`config.mk`:
```
export PLATFORM = sky130hd
export DESIGN_NAME = mhgb_divider
export DESIGN_NICKNAME = d
export VERILOG_FILES = /design/src/hdl/mhgb_pkg.sv /design/src/hdl/mhgb_divider.sv
export SDC_FILE = /design/constraint.sdc
export NUM_CORES = 1
export LEC_CHECK = 0
export BUFFER_PORTS_ARGS = -buffer_cell sky130_fd_sc_hd__buf_4
export CAP_MARGIN = 20
export CORE_MARGIN = 1
export CORE_UTILIZATION = 52
export DETAILED_ROUTE_END_ITERATION = 8
export GPL_ROUTABILITY_DRIVEN = 1
export MAX_ROUTING_LAYER = met4
export PLACE_DENSITY = 0.77
export SLEW_MARGIN = 40
export SYNTH_ARGS = -nofsm -noshare
export SYNTH_HDL_FRONTEND = slang
export SYNTH_SLANG_ARGS = --single-unit
```
`constraint.sdc`:
```
create_clock -name clk -period 6.35 [get_ports clk]
set_input_delay 1.27 -clock clk [delete_from_list [all_inputs] [get_ports clk]]
set_output_delay 1.27 -clock clk [all_outputs]
set_load 0.01 [all_outputs]
```
`src/hdl/mhgb_pkg.sv`:
```
package mhgb_pkg;

  localparam int MAX_COLUMNS = 256;
  localparam int MAX_ROWS    = 256;
  localparam int COL_BITS    = $clog2(MAX_COLUMNS);
  localparam int ROW_BITS    = $clog2(MAX_ROWS);
  localparam int ADDR_BITS   = ROW_BITS + COL_BITS;
  localparam int CELL_COUNT  = MAX_ROWS * MAX_COLUMNS;

  // Filled flags are kept 64 to a memory row so that a clear sweeps few rows.
  localparam int FILL_WIDTH     = 64;
  localparam int FILL_SEL_BITS  = $clog2(FILL_WIDTH);
  localparam int FILL_DEPTH     = CELL_COUNT / FILL_WIDTH;
  localparam int FILL_ADDR_BITS = ADDR_BITS - FILL_SEL_BITS;

  localparam int COORD_BITS   = 32;
  localparam int SPACING_BITS = 20;
  localparam int SIZE_BITS    = 9;
  localparam int DIV_BITS     = 32;
  localparam int DIV_ITERS    = DIV_BITS / 2;
  localparam int DIV_CNT_BITS = $clog2(DIV_ITERS);

  localparam logic [1:0] OP_ADD   = 2'd0;
  localparam logic [1:0] OP_READ  = 2'd1;
  localparam logic [1:0] OP_CLEAR = 2'd2;

  localparam logic [2:0] REG_ORIGIN_X     = 3'd0;
  localparam logic [2:0] REG_ORIGIN_Y     = 3'd1;
  localparam logic [2:0] REG_CELL_SPACING = 3'd2;
  localparam logic [2:0] REG_GRID_COLUMNS = 3'd3;
  localparam logic [2:0] REG_GRID_ROWS    = 3'd4;
  localparam logic [2:0] REG_EMPTY_HEIGHT = 3'd5;

  typedef struct packed {
    logic                    start;
    logic [DIV_BITS-1:0]     dividend;
    logic [SPACING_BITS-1:0] divisor;
  } div_req_t;

  typedef struct packed {
    logic                done;
    logic [DIV_BITS-1:0] quotient;
  } div_rsp_t;

endpackage

```
`src/hdl/mhgb_divider.sv`:
```
module mhgb_divider
  import mhgb_pkg::*;
(
  input  logic     clk,
  input  logic     rst,
  input  div_req_t req,
  output div_rsp_t rsp
);

  logic                    busy;
  logic                    done;
  logic [DIV_CNT_BITS-1:0] cnt;
  logic [DIV_BITS-1:0]     dvd;
  logic [SPACING_BITS-1:0] dsr;
  logic [SPACING_BITS-1:0] rem;

  logic [SPACING_BITS:0]   t1, t2;
  logic                    ge1, ge2;
  logic [SPACING_BITS-1:0] r1, r2;

  // Two restoring steps per cycle; the dividend shifts out at the top while
  // quotient bits shift in at the bottom.
  always_comb begin
    t1  = {rem, dvd[DIV_BITS-1]};
    ge1 = t1 >= {1'b0, dsr};
    r1  = ge1 ? SPACING_BITS'(t1 - {1'b0, dsr}) : t1[SPACING_BITS-1:0];
    t2  = {r1, dvd[DIV_BITS-2]};
    ge2 = t2 >= {1'b0, dsr};
    r2  = ge2 ? SPACING_BITS'(t2 - {1'b0, dsr}) : t2[SPACING_BITS-1:0];
  end

  always_ff @(posedge clk) begin
    if (rst) begin
      busy <= 1'b0;
      done <= 1'b0;
    end else begin
      done <= 1'b0;
      if (req.start) begin
        busy <= 1'b1;
        cnt  <= '0;
        rem  <= '0;
        dvd  <= req.dividend;
        // A zero spacing divides as one.
        dsr  <= (req.divisor == '0) ? SPACING_BITS'(1) : req.divisor;
      end else if (busy) begin
        rem <= r2;
        dvd <= {dvd[DIV_BITS-3:0], ge1, ge2};
        cnt <= cnt + 1'b1;
        if (cnt == DIV_CNT_BITS'(DIV_ITERS - 1)) begin
          busy <= 1'b0;
          done <= 1'b1;
        end
      end
    end
  end

  assign rsp = '{done: done, quotient: dvd};

endmodule

```
==> out/results.txt <==
Die X -> 107 um
initial core utilization -> 54.4%
post-synthesis sequential area ratio -> 40.6%
post-synthesis cell count -> 576
Fmax -> 165 MHz
GP Congestion -> 0.975
VDD IR max -> 0.309 mV
FF+latch count, synth -> 78
clock power share -> 11.1%
Comb pwr share -> 70.0%
Setup TNS Final -> 0 ps
Via Count -> 4824
Final Util -> 64.3%
most frequent cells in the layout -> buf_4, edfxtp_1, nand2_1
EDFF count, synth -> 76
die height -> 107 um
Die Footprint -> 11400 sq um
CP required -> 6550 ps
static leakage -> 2.83 nW
library cells used by synthesis -> 59
Slew Limit Fails -> 0
initial antenna violation count -> 0
clk sinks -> 78
Clock Path Buffers -> 2
Starting DRT DRC Count -> 468
DR vias/cell -> 6.14
Worst Path Arrival -> 6260 ps
Antenna Violating Nets Remaining -> 0
global-route wire length before repair -> 23.7 mm
ys async rst share -> 0%
setup-violating endpoint count in the final report -> 0
PwrDens -> 626 nW/um^2
Net count, final -> 743
TritonCTS clock tree -> yes
I/O pin count -> 88
Num CTS Buffers -> 9
status -> finished, final reports clean
drt wl/cell -> 19.3 um
Synth Area per Inst -> 9.93 sq um
Buffers on Ports -> 87
flop-to-flop setup slack -> 290 ps
Mapped Nets -> 674
Worst Setup End Kind -> flop
Synthesis Warnings -> 0
CORE AREA -> 10500 sq um
relative slew slack -> 55.5%
clock transition at the registers of the reported paths -> 90 ps
Final Skew -> 19.1 ps
worst skew pair latency -> 380 ps
Hold Violations, Final -> 0
ys flop type -> edfxtp_1
MaxCap Viol Count -> 0
layout filler cell count -> 805
H-tree depth -> 3
critical path class -> reg -> reg
vias in the first global route -> 4750
unrepaired setup endpoints after global routing -> no
Pint -> 2.27 mW
CP Max Fanout -> 17
worst setup margin -> 288 ps
Pre-Repair DR Iteration Count -> 9
Net Sw Frac -> 46.3%
Layout area overhead -> 18.2%
Tmin final -> 6060 ps
synthesized area -> 5720 sq um
WL final -> 15.1 mm
Psw -> 1.96 mW
Critical Path Start Type -> flop
actual slew at the worst max-slew pin -> 659 ps
root buf cell -> clkbuf_8
dpl ws -> 159 ps
All-Layer GR Usage -> 27.9%
# diodes -> 0
most common cell after layout, fill and taps aside -> buf_4
share of cells above drive strength 1 -> 24.3%
fin crit share -> 95.5%
Detailed Place HPWL -> 11.1 mm
row cnt -> 37
Flop pwr share -> 18.9%
total congestion overflow -> 0
drt drc -> 0
Worst Hold Class -> reg -> reg
pin count of the biggest net entering global routing -> 55
-- layer usage --
layer	track usage [%]	up-vias	part of all wire (%)
met5	-	-	0
met4	8.51	0	1.8
met3	5.53	26	7.2
met2	44.2	239	49
met1	36.2	2286	42
li1	-	2273	-
-- critical path: stages, from the launching register on --
cell and delay, ps:
edfxtp_1 390, ha_1 370, a21o_1 200, a31oi_1 200
a21oi_1 130, o41a_1 480, or3_1 390, a41oi_2 270
buf_6 220, a21oi_1 100, or2_1 220, ha_1 350
nand4_1 160, a21oi_1 70, or4_1 500, a21oi_2 150
o21ai_1 110, a221o_1 380, o21a_1 220, a2111oi_4 360
buf_6 190, buf_6 200, mux2i_1 240
-- registers in the layout (all words and copies together), names as in the netlist --
signal	count
dsr	20
dvd	32
done	1
cnt	4
rem	20
busy	1
-- timing repair --
action	in CTS	in global routing
resized for setup	0	9
buffers inserted	0	2
hold buffers	0	0
endpoints found under the hold margin	0	0
endpoints found under the setup margin	0	14
-- cell families after synthesis --
group                      count (synthesis)  share of synthesized area (%)
DFF                                       78                           40.6
xor gates and xnor gates                  31                           4.75
buffers and inverters                     71                           4.92
and+or+nand+nor                          176                           15.3
AOI/OAI and AO/OA                        126                           15.2
adders and majority gates                 43                           9.67
muxes                                     51                           9.67
-- final timing paths --
path	startpoint	endpoint	cells after the start
worst max-delay path	rem[3]	rem[7]	22
worst min-delay path	busy	done	1
worst max register to register	rem[3]	rem[7]	22
worst min register to register	busy	done	1
-- final cells by class --
cell class              instances  area (sq um)  share of cell area (%)
flip-flops and latches         78          2320                    34.3
multi-input cells             427          3150                    46.7
clock inverters                 6           116                    1.72
repair buffers                100           762                    11.3
clock buffers                  10           128                    1.89
well taps                     136           170                    2.52
inverters                      29           109                    1.61
-- through the flow --
stage               cells  total power [mW]  instance area, sq um  hold slack, ps
floorplan             576              2.97                  5720             454
global placement      768              3.55                  6470             467
detailed placement    768              3.65                  6470             477
CTS                   784              4.13                  6710             489
global route          786              4.54                  6760             509
finish                786              4.23                  6760             489
-- power groups by stage --
stage | clock (mW) | sequential, mW | combinational (mW)
6_report | 0.471 | 0.801 | 2.96
5_1_grt | 0.490 | 0.811 | 3.23
4_1_cts | 0.471 | 0.799 | 2.86
3_5_place_dp | 0 | 0.809 | 2.84
3_3_place_gp | 0 | 0.806 | 2.74
2_1_floorplan | 0 | 0.792 | 2.18
-- cells in the mapped netlist, types with 15 or more instances --
| master | instances | area, sq um |
|---|---|---|
| a21oi_1 | 38 | 190 |
| clkbuf_1 | 38 | 143 |
| edfxtp_1 | 76 | 2280 |
| ha_1 | 41 | 513 |
| inv_1 | 28 | 105 |
| mux2_2 | 31 | 349 |
| mux2i_1 | 17 | 170 |
| nand2_1 | 48 | 180 |
| nor2_1 | 37 | 139 |
| nor3_1 | 22 | 110 |
| o21ai_0 | 19 | 95.1 |
| xnor2_1 | 15 | 131 |
| xor2_1 | 16 | 140 |
Power figures use the tool's default switching activity.
